--- src/hdl/lifo_stack_with_search_macros.svh ---
// Assertion macros shared by the stack RTL.
`ifndef LIFO_STACK_WITH_SEARCH_MACROS_SVH
`define LIFO_STACK_WITH_SEARCH_MACROS_SVH

// Condition that must hold at every clock edge out of reset.
`define LSS_ASSERT_ALWAYS(lbl, cond, msg) \
  lbl: assert property (@(posedge clk_i) disable iff (!rst_ni) (cond)) else $error(msg);

// Consequent that must hold in the same cycle as the antecedent.
`define LSS_ASSERT_IMPL(lbl, ante, cons, msg) \
  lbl: assert property (@(posedge clk_i) disable iff (!rst_ni) (ante) |-> (cons)) \
    else $error(msg);

// Consequent that must hold in the cycle after the antecedent.
`define LSS_ASSERT_NEXT(lbl, ante, cons, msg) \
  lbl: assert property (@(posedge clk_i) disable iff (!rst_ni) (ante) |=> (cons)) \
    else $error(msg);

`endif

--- src/hdl/lss_pkg.sv ---
// Shared constants and types of the bounded stack with search.
`timescale 1ns / 1ps

package lss_pkg;

  // Stack geometry and field widths.
  localparam int DEPTH  = 16;
  localparam int IDX_W  = $clog2(DEPTH);
  localparam int CNT_W  = $clog2(DEPTH + 1);
  localparam int DATA_W = 32;
  localparam int CMD_W  = 3;
  localparam int ST_W   = 2;

  // Command codes of an input transaction.
  typedef enum logic [CMD_W-1:0] {
    CMD_PUSH   = 3'd0,
    CMD_POP    = 3'd1,
    CMD_PEEK   = 3'd2,
    CMD_SEARCH = 3'd3,
    CMD_DUMP   = 3'd4
  } cmd_e;

  // Status codes of a result transaction.
  typedef enum logic [ST_W-1:0] {
    ST_OK    = 2'd0,
    ST_EMPTY = 2'd1,
    ST_FULL  = 2'd2,
    ST_MISS  = 2'd3
  } status_e;

endpackage

--- src/hdl/lss_ram.sv ---
// Single-port-write, single-port-read synchronous RAM with a registered read.
`timescale 1ns / 1ps

module lss_ram #(
  parameter int Depth = 16,
  parameter int Width = 32
) (
  input  logic                     clk_i,
  input  logic                     we_i,
  input  logic [$clog2(Depth)-1:0] waddr_i,
  input  logic [Width-1:0]         wdata_i,
  input  logic                     re_i,
  input  logic [$clog2(Depth)-1:0] raddr_i,
  output logic [Width-1:0]         rdata_o
);

  logic [Width-1:0] mem_q [Depth];
  logic [Width-1:0] rdata_q;

  // Write port.
  always_ff @(posedge clk_i) begin
    if (we_i) begin
      mem_q[waddr_i] <= wdata_i;
    end
  end

  // Read port; the data holds until the next read is enabled.
  always_ff @(posedge clk_i) begin
    if (re_i) begin
      rdata_q <= mem_q[raddr_i];
    end
  end

  assign rdata_o = rdata_q;

endmodule

--- src/hdl/lifo_stack_with_search.sv ---
// Bounded LIFO stack of signed words with push, pop, peek, search and dump.
//
// Input channel: in_valid_i / in_stall_o carry command_i and value_i; a
// transaction is taken when valid is high and stall is low. Output channel:
// out_valid_o / out_stall_i carry status_o, data_o, position_o, fill_count_o
// and last_o. Every result reports the fill count after its command.
// Commands are worked one at a time; in_stall_o is low only while the
// controller is idle, even if an earlier result still waits at the output.
// Push, pop, peek and any pop, peek, search or dump on an empty stack give
// their single result from one work state (push, empty or evaluate) after
// acceptance, and the next command is taken only once that result is issued.
// Search reads the entries from the top, one per cycle through the
// registered read port of the entry RAM, and stops at the first hit or,
// with a miss, at the bottom entry.
// Dump emits one result per cycle while the receiver does not stall, top
// first, last_o marking the bottom entry. Undefined commands are dropped.
// When the receiver stalls, the output register holds its result and the
// walk pauses on the current entry until the result is taken.
// Reset empties the stack and the output register; the RAM is not cleared.
`timescale 1ns / 1ps

module lifo_stack_with_search
  import lss_pkg::*;
(
  input  logic                     clk_i,
  input  logic                     rst_ni,
  input  logic                     in_valid_i,
  output logic                     in_stall_o,
  input  logic [CMD_W-1:0]         command_i,
  input  logic signed [DATA_W-1:0] value_i,
  output logic                     out_valid_o,
  input  logic                     out_stall_i,
  output logic [ST_W-1:0]          status_o,
  output logic signed [DATA_W-1:0] data_o,
  output logic [IDX_W-1:0]         position_o,
  output logic [CNT_W-1:0]         fill_count_o,
  output logic                     last_o
);

  `include "lifo_stack_with_search_macros.svh"

  typedef enum logic [3:0] {
    S_IDLE  = 4'b0001,
    S_PUSH  = 4'b0010,
    S_EMPTY = 4'b0100,
    S_EVAL  = 4'b1000
  } state_e;

  state_e                   state_q, state_d;
  cmd_e                     cmd_q, cmd_d;
  logic signed [DATA_W-1:0] val_q, val_d;
  logic [CNT_W-1:0]         count_q, count_d;
  logic [IDX_W-1:0]         idx_q, idx_d;

  logic                     out_valid_q, out_valid_d;
  status_e                  status_q, status_d;
  logic signed [DATA_W-1:0] data_q, data_d;
  logic [IDX_W-1:0]         pos_q, pos_d;
  logic [CNT_W-1:0]         fill_q, fill_d;
  logic                     last_q, last_d;

  logic                     we, re;
  logic [IDX_W-1:0]         waddr, raddr;
  logic [DATA_W-1:0]        rdata;
  logic                     in_accept, out_free, emit, last_idx, full;

  // Entry storage.
  lss_ram #(
    .Depth(DEPTH),
    .Width(DATA_W)
  ) u_ram (
    .clk_i  (clk_i),
    .we_i   (we),
    .waddr_i(waddr),
    .wdata_i(val_q),
    .re_i   (re),
    .raddr_i(raddr),
    .rdata_o(rdata)
  );

  assign in_stall_o = (state_q != S_IDLE);
  assign in_accept  = in_valid_i && !in_stall_o;
  assign out_free   = !out_valid_q || !out_stall_i;
  assign full       = (count_q >= CNT_W'(DEPTH));
  assign last_idx   = (CNT_W'(idx_q) == (count_q - CNT_W'(1)));

  // Command sequencer: read, compare or emit, and write back the count.
  always_comb begin
    state_d  = state_q;
    cmd_d    = cmd_q;
    val_d    = val_q;
    count_d  = count_q;
    idx_d    = idx_q;
    we       = 1'b0;
    waddr    = count_q[IDX_W-1:0];
    re       = 1'b0;
    raddr    = IDX_W'(count_q - CNT_W'(1));
    emit     = 1'b0;
    status_d = ST_OK;
    data_d   = '0;
    pos_d    = '0;
    fill_d   = count_q;
    last_d   = 1'b1;

    unique case (state_q)
      S_IDLE: begin
        if (in_accept) begin
          cmd_d = cmd_e'(command_i);
          val_d = value_i;
          idx_d = '0;
          case (cmd_e'(command_i))
            CMD_PUSH: state_d = S_PUSH;
            CMD_POP, CMD_PEEK, CMD_SEARCH, CMD_DUMP: begin
              if (count_q == '0) begin
                state_d = S_EMPTY;
              end else begin
                re      = 1'b1;
                state_d = S_EVAL;
              end
            end
            default: state_d = S_IDLE;
          endcase
        end
      end

      S_PUSH: begin
        if (out_free) begin
          emit   = 1'b1;
          data_d = val_q;
          if (full) begin
            status_d = ST_FULL;
          end else begin
            we      = 1'b1;
            count_d = count_q + CNT_W'(1);
            fill_d  = count_q + CNT_W'(1);
          end
          state_d = S_IDLE;
        end
      end

      S_EMPTY: begin
        if (out_free) begin
          emit     = 1'b1;
          status_d = ST_EMPTY;
          state_d  = S_IDLE;
        end
      end

      S_EVAL: begin
        raddr = IDX_W'(count_q - CNT_W'(2) - CNT_W'(idx_q));
        case (cmd_q)
          CMD_POP: begin
            if (out_free) begin
              emit    = 1'b1;
              data_d  = rdata;
              count_d = count_q - CNT_W'(1);
              fill_d  = count_q - CNT_W'(1);
              state_d = S_IDLE;
            end
          end
          CMD_SEARCH: begin
            if (rdata == val_q) begin
              if (out_free) begin
                emit    = 1'b1;
                data_d  = val_q;
                pos_d   = idx_q;
                state_d = S_IDLE;
              end
            end else if (last_idx) begin
              if (out_free) begin
                emit     = 1'b1;
                status_d = ST_MISS;
                state_d  = S_IDLE;
              end
            end else begin
              re    = 1'b1;
              idx_d = idx_q + IDX_W'(1);
            end
          end
          CMD_DUMP: begin
            if (out_free) begin
              emit   = 1'b1;
              data_d = rdata;
              pos_d  = idx_q;
              last_d = last_idx;
              if (last_idx) begin
                state_d = S_IDLE;
              end else begin
                re    = 1'b1;
                idx_d = idx_q + IDX_W'(1);
              end
            end
          end
          default: begin
            // Peek at the top entry.
            if (out_free) begin
              emit    = 1'b1;
              data_d  = rdata;
              state_d = S_IDLE;
            end
          end
        endcase
      end

      default: state_d = S_IDLE;
    endcase

    out_valid_d = emit ? 1'b1 : (out_valid_q && out_stall_i);
  end

  // Control state.
  always_ff @(posedge clk_i or negedge rst_ni) begin
    if (!rst_ni) begin
      state_q     <= S_IDLE;
      count_q     <= '0;
      out_valid_q <= 1'b0;
    end else begin
      state_q     <= state_d;
      count_q     <= count_d;
      out_valid_q <= out_valid_d;
    end
  end

  // Command operands and walk index.
  always_ff @(posedge clk_i) begin
    cmd_q <= cmd_d;
    val_q <= val_d;
    idx_q <= idx_d;
  end

  // Output register, loaded when a result is issued.
  always_ff @(posedge clk_i) begin
    if (emit) begin
      status_q <= status_d;
      data_q   <= data_d;
      pos_q    <= pos_d;
      fill_q   <= fill_d;
      last_q   <= last_d;
    end
  end

  assign out_valid_o  = out_valid_q;
  assign status_o     = status_q;
  assign data_o       = data_q;
  assign position_o   = pos_q;
  assign fill_count_o = fill_q;
  assign last_o       = last_q;

  `LSS_ASSERT_ALWAYS(a_count_bound, count_q <= CNT_W'(DEPTH), "stack count exceeds depth")
  `LSS_ASSERT_IMPL(a_walk_in_range, state_q == S_EVAL, CNT_W'(idx_q) < count_q, "walk index beyond count")
  `LSS_ASSERT_ALWAYS(a_ram_one_access, !(we && re), "RAM read and write in the same cycle")
  `LSS_ASSERT_NEXT(a_push_counts, state_q == S_PUSH && out_free && !full, count_q == $past(count_q) + CNT_W'(1), "push did not raise the count")

endmodule
--- config.mk ---
export PLATFORM = sky130hd
export DESIGN_NAME = lifo_stack_with_search
export DESIGN_NICKNAME = d
export VERILOG_FILES = /design/src/hdl/lss_pkg.sv /design/src/hdl/lss_ram.sv /design/src/hdl/lifo_stack_with_search.sv
export VERILOG_INCLUDE_DIRS = /design/src /design/src/hdl
export SDC_FILE = /design/constraint.sdc
export NUM_CORES = 1
export LEC_CHECK = 0
export ABC_CLOCK_PERIOD_IN_PS = 8200
export BUFFER_PORTS_ARGS = -buffer_cell sky130_fd_sc_hd__buf_4
export CAP_MARGIN = 20
export CORE_MARGIN = 5
export CORE_UTILIZATION = 56
export CTS_CLUSTER_SIZE = 12
export DETAILED_ROUTE_END_ITERATION = 12
export PLACE_DENSITY_LB_ADDON = 0.2
export SLEW_MARGIN = 25
export SYNTH_ARGS = -nofsm -noshare
export SYNTH_HDL_FRONTEND = slang
export SYNTH_SLANG_ARGS = --single-unit
--- constraint.sdc ---
create_clock -name clk_i -period 8.2 [get_ports clk_i]
set_input_delay 2.05 -clock clk_i [delete_from_list [all_inputs] [get_ports clk_i]]
set_output_delay 2.05 -clock clk_i [all_outputs]
set_load 0.02 [all_outputs]
==> impl_results.md, run 1 <==
* Status: finished, final reports clean
* Slowest-stage cell, CP: nor2_4
* Post-route setup slack at 3.889 ns
* Number of synthesized flops with an enable pin at 627
* CP Class: in -> reg
* CTS resizes at 0
* Largest net degree at the start of global routing at 164
* Reg2reg end: fill_count_o[0]
* Hold Path Origin: u_ram.rdata_o[13]
* DRT Pass-1 Iters at 5
* Ys async rst share at 1.570%
* Synth Cell Area at 24,990 um2
* Row Count at 77
* Worst hold stages at 1
* CTS tree: yes
* Total core area at 44,220 um2
* Hold slack at 0.5902 ns
* Worst-skew pair later-pin latency at 0.58 ns
* Crit-path max cell delay at 0.58 ns
* Clk buf depth at 3
* Initial cell density of the core at 56.51%
* Die Area at 48,940 um2
* IO buf count at 84
* Hold Vio Cnt, Final at 0
* Gr ovfl total at 0
* Critical path, cell by cell: buf_4, a21oi_1, nand3_1, nor2_1, nand2_1, nor2_4, buf_4
* # hold bufs at CTS at 0
* Number of DRC violations after detailed-routing iteration 0 at 1,765
* Crit. End Element: flop
* P_leak at 9.408 nW
* Worst-Margin Slew at 1.074 ns
* Max IR drop VDD at 0.3414 mV
* DP Wirelength at 31.43 mm
* Final GP Congestion at 0.8094
* Top cell by count, worst path: buf_4
* Dpl ws at 3.367 ns
* DIE WIDTH at 221.2 um
* Slew Viols, Final at 0
* Area taken by multi-input logic gates at 5617 um2
* Area leader, netlist: edfxtp_1
* Fin cells at 2,433
* Net Count, Synth at 1,759
* Post-Place Cells at 2,323
* PD cells at 331.0 nW/um2
* First-pass GRT wire length at 86.76 mm
* Top cell type's share of synthesized area at 75.35%
* Postcts setup bufs at 0
* Fillers at 3,095
* Yosys Warn Count at 0
* Residual DRC at 0
* CTS H-tree lvls at 3
* Area Growth Syn to Fin at 14.38%
* Reg2Reg Setup Slack at 4.20 ns
* Slew margin rel. at 28.22%
* Critical path required time at 8.43 ns
* Worst Path Max Fanout at 19
* Vias in the first global route at 14,538
* Setup TNS at 0 ns
* Diode count at 0
* Count of final setup violators at 0
* Post-synth top cells: edfxtp_1, nand2_1, nand3_1, mux2i_1, a32oi_1
* Clock tree sinks at 637
* Mean area per synthesized cell at 14.61 um2
* Final ANT Viol Nets at 0
* Distinct cells, synth at 50
* Final WL at 56.60 mm
* Max-cap viol count at 0
* Syn Inst Count at 1,710
* Max frequency at 0.2320 GHz
* Crit path arrival time at 4.54 ns
* Most frequent cell after synthesis: edfxtp_1
* RSZ-0062 raised after global routing: false
* Routed wire per std cell at 23.26 um
* Initial antenna violation count at 0
* Reg2reg start: val_q[20]
* FF+latch count, synth at 637
* Chip height at 221.2 um
* CTS root buffer: clkbuf_16
* Worst Setup Start Kind: input port
* Hold/Removal Path Class: reg -> reg
* Cells on worst reg2reg path at 7
* Vias post-DR at 14,543
* Vias per Instance at 5.977
* Top post-synthesis cells by area: edfxtp_1, nand2_1, nand3_1, mux2i_1, a32oi_1
* Post-DP Area at 26,510 um2
* Storage cell area at 19,080 um2
* IO Pins at 85
* Design area at 28,580 um2
* Sequential cell area fraction in the yosys report at 76.36%
* Final period util at 52.58%
* Layout Skew at 0.01749 ns
* Clock-pin slew of the registers on the worst-case setup and hold paths at 0.06 ns
* Dominant synthesized flop cell: edfxtp_1
* Proportion of layout cells with a drive suffix above 1 at 12.44%
* Final #Nets at 1,853
* Final core occ at 64.63%
* Total chip power at 9.459 mW
* WHS Endpoint: data_o[13]
* GRT Resource Usage Total at 22.86%
* Number of buffers created by CTS at 67
* Final min period at 4.311 ns
==> placed cells by master, fill, tap and decap left out, types with 16 or more instances in the layout <==
| cell type | count |
|---|---|
| clkbuf_16 | 71 |
| clkbuf_1 | 18 |
| nand2_1 | 408 |
| a21oi_1 | 38 |
| nand3_1 | 165 |
| buf_4 | 108 |
| xnor2_1 | 41 |
| a22o_1 | 32 |
| edfxtp_1 | 627 |
| nor2_4 | 16 |
| mux2i_1 | 67 |
| a31oi_1 | 32 |
| a32oi_1 | 65 |
==> registers in the layout, summed over array words and instances (netlist names) <==
signal,flops
fill_count_o,5
cmd_q,3
count_q,5
position_o,4
data_o,32
last_o,1
status_o,2
val_q,32
idx_q,4
u_ram.mem_q,512
state_q,4
out_valid_o,1
u_ram.rdata_o,32
==> worst max-delay path by stage <==
stage                     start                  to  cells past startpoint
CTS                 out_stall_i  u_ram.mem_q[5][21]                      7
finish              out_stall_i  u_ram.mem_q[5][26]                      7
detailed placement  out_stall_i  u_ram.mem_q[5][21]                      7
floorplan           out_stall_i   u_ram.mem_q[3][0]                      5
global route        out_stall_i  u_ram.mem_q[5][27]                      7
global placement    out_stall_i  u_ram.mem_q[7][16]                      6
==> layer usage <==
metal	vias to the layer above	part of all wire (%)	global-route usage (%)
met5	-	0	0
met3	99	7.4	3.870
met2	604	48	37.03
li1	6601	-	-
met4	0	2.6	7.203
met1	7239	42	32.30
==> kinds of logic after synthesis <==
| family | after synthesis | share of synthesized area, % |
|---|---|---|
| buffers and inverters | 109 | 1.958 |
| adder cells (fa/ha/maj) | 10 | 0.5308 |
| flip-flops | 637 | 76.36 |
| AND/OR/NAND/NOR | 649 | 11.07 |
| multiplexers | 71 | 2.904 |
| XOR/XNOR | 47 | 1.647 |
| AO/OA/AOI/OAI | 187 | 5.533 |
==> critical path, delay by kind of cell <==
family	cells	cell delay (ns)
AND/OR/NAND/NOR	4	1.72
buffers and inverters	2	0.56
AO/OA/AOI/OAI	1	0.19
==> power by group <==
part	switching (mW)	internal (mW)	total, mW	leakage, nW
Sequential	0.276	3.96	4.24	5.80
Combinational	1.66	0.780	2.44	2.64
Clock	1.15	1.63	2.78	0.963
==> layout make-up <==
class | count | share of cell area, %
tap | 592 | 2.592
sequential | 637 | 66.76
clock buffer | 89 | 6.453
clock inverter | 17 | 0.4465
inverter | 14 | 0.1839
timing repair buffer | 120 | 3.914
multi-input combinational | 964 | 19.65
Note: power is estimated with default switching activity, not from simulation.
==> run 2: changes to the inputs <==
ABC_CLOCK_PERIOD_IN_PS = 3600   (was 8200)
clock period = 3.6 ns   (was 8.2 ns; I/O delays follow)
==> impl_results.md, run 2 (synthesis results as in run 1) <==
* Status: finished, final reports clean
* Slew margin rel. at 56.32%
* Crit-path max cell delay at 0.64 ns
* Slew Viols, Final at 0
* P_leak at 9.554 nW
* Number of DRC violations after detailed-routing iteration 0 at 2,018
* Worst Path Max Fanout at 18
* Layout Skew at 0.02601 ns
* PD cells at 748.5 nW/um2
* DIE WIDTH at 221.2 um
* Vias post-DR at 15,097
* Clock tree sinks at 637
* CTS resizes at 0
* Final #Nets at 1,882
* Crit. End Element: flop
* CTS root buffer: clkbuf_16
* IO buf count at 84
* Vias per Instance at 6.132
* Initial cell density of the core at 56.51%
* Post-Place Cells at 2,357
* CTS tree: yes
* Max frequency at 0.3100 GHz
* RSZ-0062 raised after global routing: false
* Diode count at 0
* Gr ovfl total at 0
* GRT Resource Usage Total at 24.94%
* Worst-Margin Slew at 0.6538 ns
* Crit path max-delay family: simple AND/OR/NAND/NOR gates
* Reg2Reg Setup Slack at 0.37 ns
* Row Count at 77
* Reg2reg end: data_o[24]
* Final GP Congestion at 0.8324
* Max IR drop VDD at 0.7573 mV
* Final ANT Viol Nets at 0
* Total core area at 44,220 um2
* CTS H-tree lvls at 3
* Number of flip-flops in the largest register at 512
* CP Class: reg -> reg
* Worst-skew pair later-pin latency at 0.59 ns
* Cells on worst reg2reg path at 7
* Crit path arrival time at 3.48 ns
* Final period util at 89.60%
* Count of final setup violators at 0
* Fin cells at 2,462
* # hold bufs at CTS at 0
* Largest net degree at the start of global routing at 105
* Final WL at 62.35 mm
* Chip height at 221.2 um
* Slowest-stage cell, CP: edfxtp_1
* Critical path required time at 3.85 ns
* Number of buffers created by CTS at 66
* DP Wirelength at 31.27 mm
* First-pass GRT wire length at 92.04 mm
* Area Growth Syn to Fin at 15.73%
* Proportion of layout cells with a drive suffix above 1 at 13.85%
* Critical path, cell by cell: xnor2_1, nand4_1, nor4_1, a21boi_0, and2_1, o211ai_1, buf_4
* Fillers at 3,094
* Postcts setup bufs at 0
* Worst path bufs/invs at 1
* Routed wire per std cell at 25.32 um
* Reg2reg start: val_q[31]
* Worst Setup Start Kind: flop
* Final min period at 3.226 ns
* Hold Vio Cnt, Final at 0
* Vias in the first global route at 14,554
* Most frequent cells in the layout: edfxtp_1, nand2_1, nand3_1
* Max-cap viol count at 0
* Die Area at 48,940 um2
* Final core occ at 65.40%
* Most common cell after layout, fill and taps aside: edfxtp_1
* DRT Pass-1 Iters at 5
* Clock-pin slew of the registers on the worst-case setup and hold paths at 0.06 ns
* Biggest register: u_ram.mem_q
* Residual DRC at 0
* IO Pins at 85
* Clk buf depth at 3
* Initial antenna violation count at 0
* Hold/Removal Path Class: in -> async
==> run 2: cell count changes in the layout (fill, tap and decap cells not counted), moves of 4 or more <==
cell and change:
buf_12 +28, buf_16 -9, buf_4 +11, clkbuf_1 +7, clkinv_1 -4, nor3_2 -4
nor3_4 +4
==> run 2: cell type report <==
cell class,instances,area [um2],area share (%)
Clock buffer,94,1821,6.295
Clock inverter,11,56.30,0.1947
Timing Repair Buffer,150,1514,5.235
Multi-Input combinational cell,964,5654,19.55
Inverter,14,52.55,0.1817
Sequential cell,637,19080,65.98
Tap cell,592,740.7,2.561
==> run 2: routing by layer <==
| layer | global-route usage [%] | vias up | wire length, um |
|---|---|---|---|
| met2 | 40.39 | 735 | 29790 |
| met1 | 35.47 | 7586 | 25450 |
| met4 | 7.163 | 0 | 1453 |
| met5 | 0 | - | 0 |
| met3 | 4.386 | 109 | 5652 |
| li1 | - | 6667 | - |
==> run 2: worst max path at each step <==
stage	endpoint	cells past startpoint	slack [ns]	from
6_report	data_o[24]	7	0.37	val_q[31]
5_1_grt	data_o[24]	7	0.17	val_q[31]
4_1_cts	data_o[24]	7	0.39	val_q[31]
3_5_place_dp	u_ram.rdata_o[13]	10	0.42	idx_q[1]
3_3_place_gp	u_ram.rdata_o[20]	10	0.54	idx_q[1]
2_1_floorplan	data_o[0]	9	-0.73	count_q[0]
==> run 2: stage by stage <==
| stage | TNS [ns] | power (mW) | hold WS [ns] | worst slack (ns) | cell area [um2] |
|---|---|---|---|---|---|
| 2_1_floorplan | -32.12 | 13.48 | 0.5412 | -0.7300 | 25040 |
| 3_3_place_gp | 0 | 15.53 | 0.4987 | 0.5442 | 27040 |
| 3_5_place_dp | 0 | 15.66 | 0.5080 | 0.4234 | 27040 |
| 4_1_cts | 0 | 21.69 | 0.1083 | 0.3867 | 28920 |
| 5_1_grt | 0 | 22.63 | 0.1233 | 0.1725 | 28920 |
| 6_report | 0 | 21.65 | 0.1316 | 0.3743 | 28920 |
==> run 2: power by group <==
part / switching (mW) / leakage [nW] / internal [mW]
Sequential: 0.373 / 5.80 / 9.01
Combinational: 4.11 / 2.84 / 2.07
Clock: 2.59 / 0.912 / 3.49
Total: 7.07 / 9.55 / 14.6
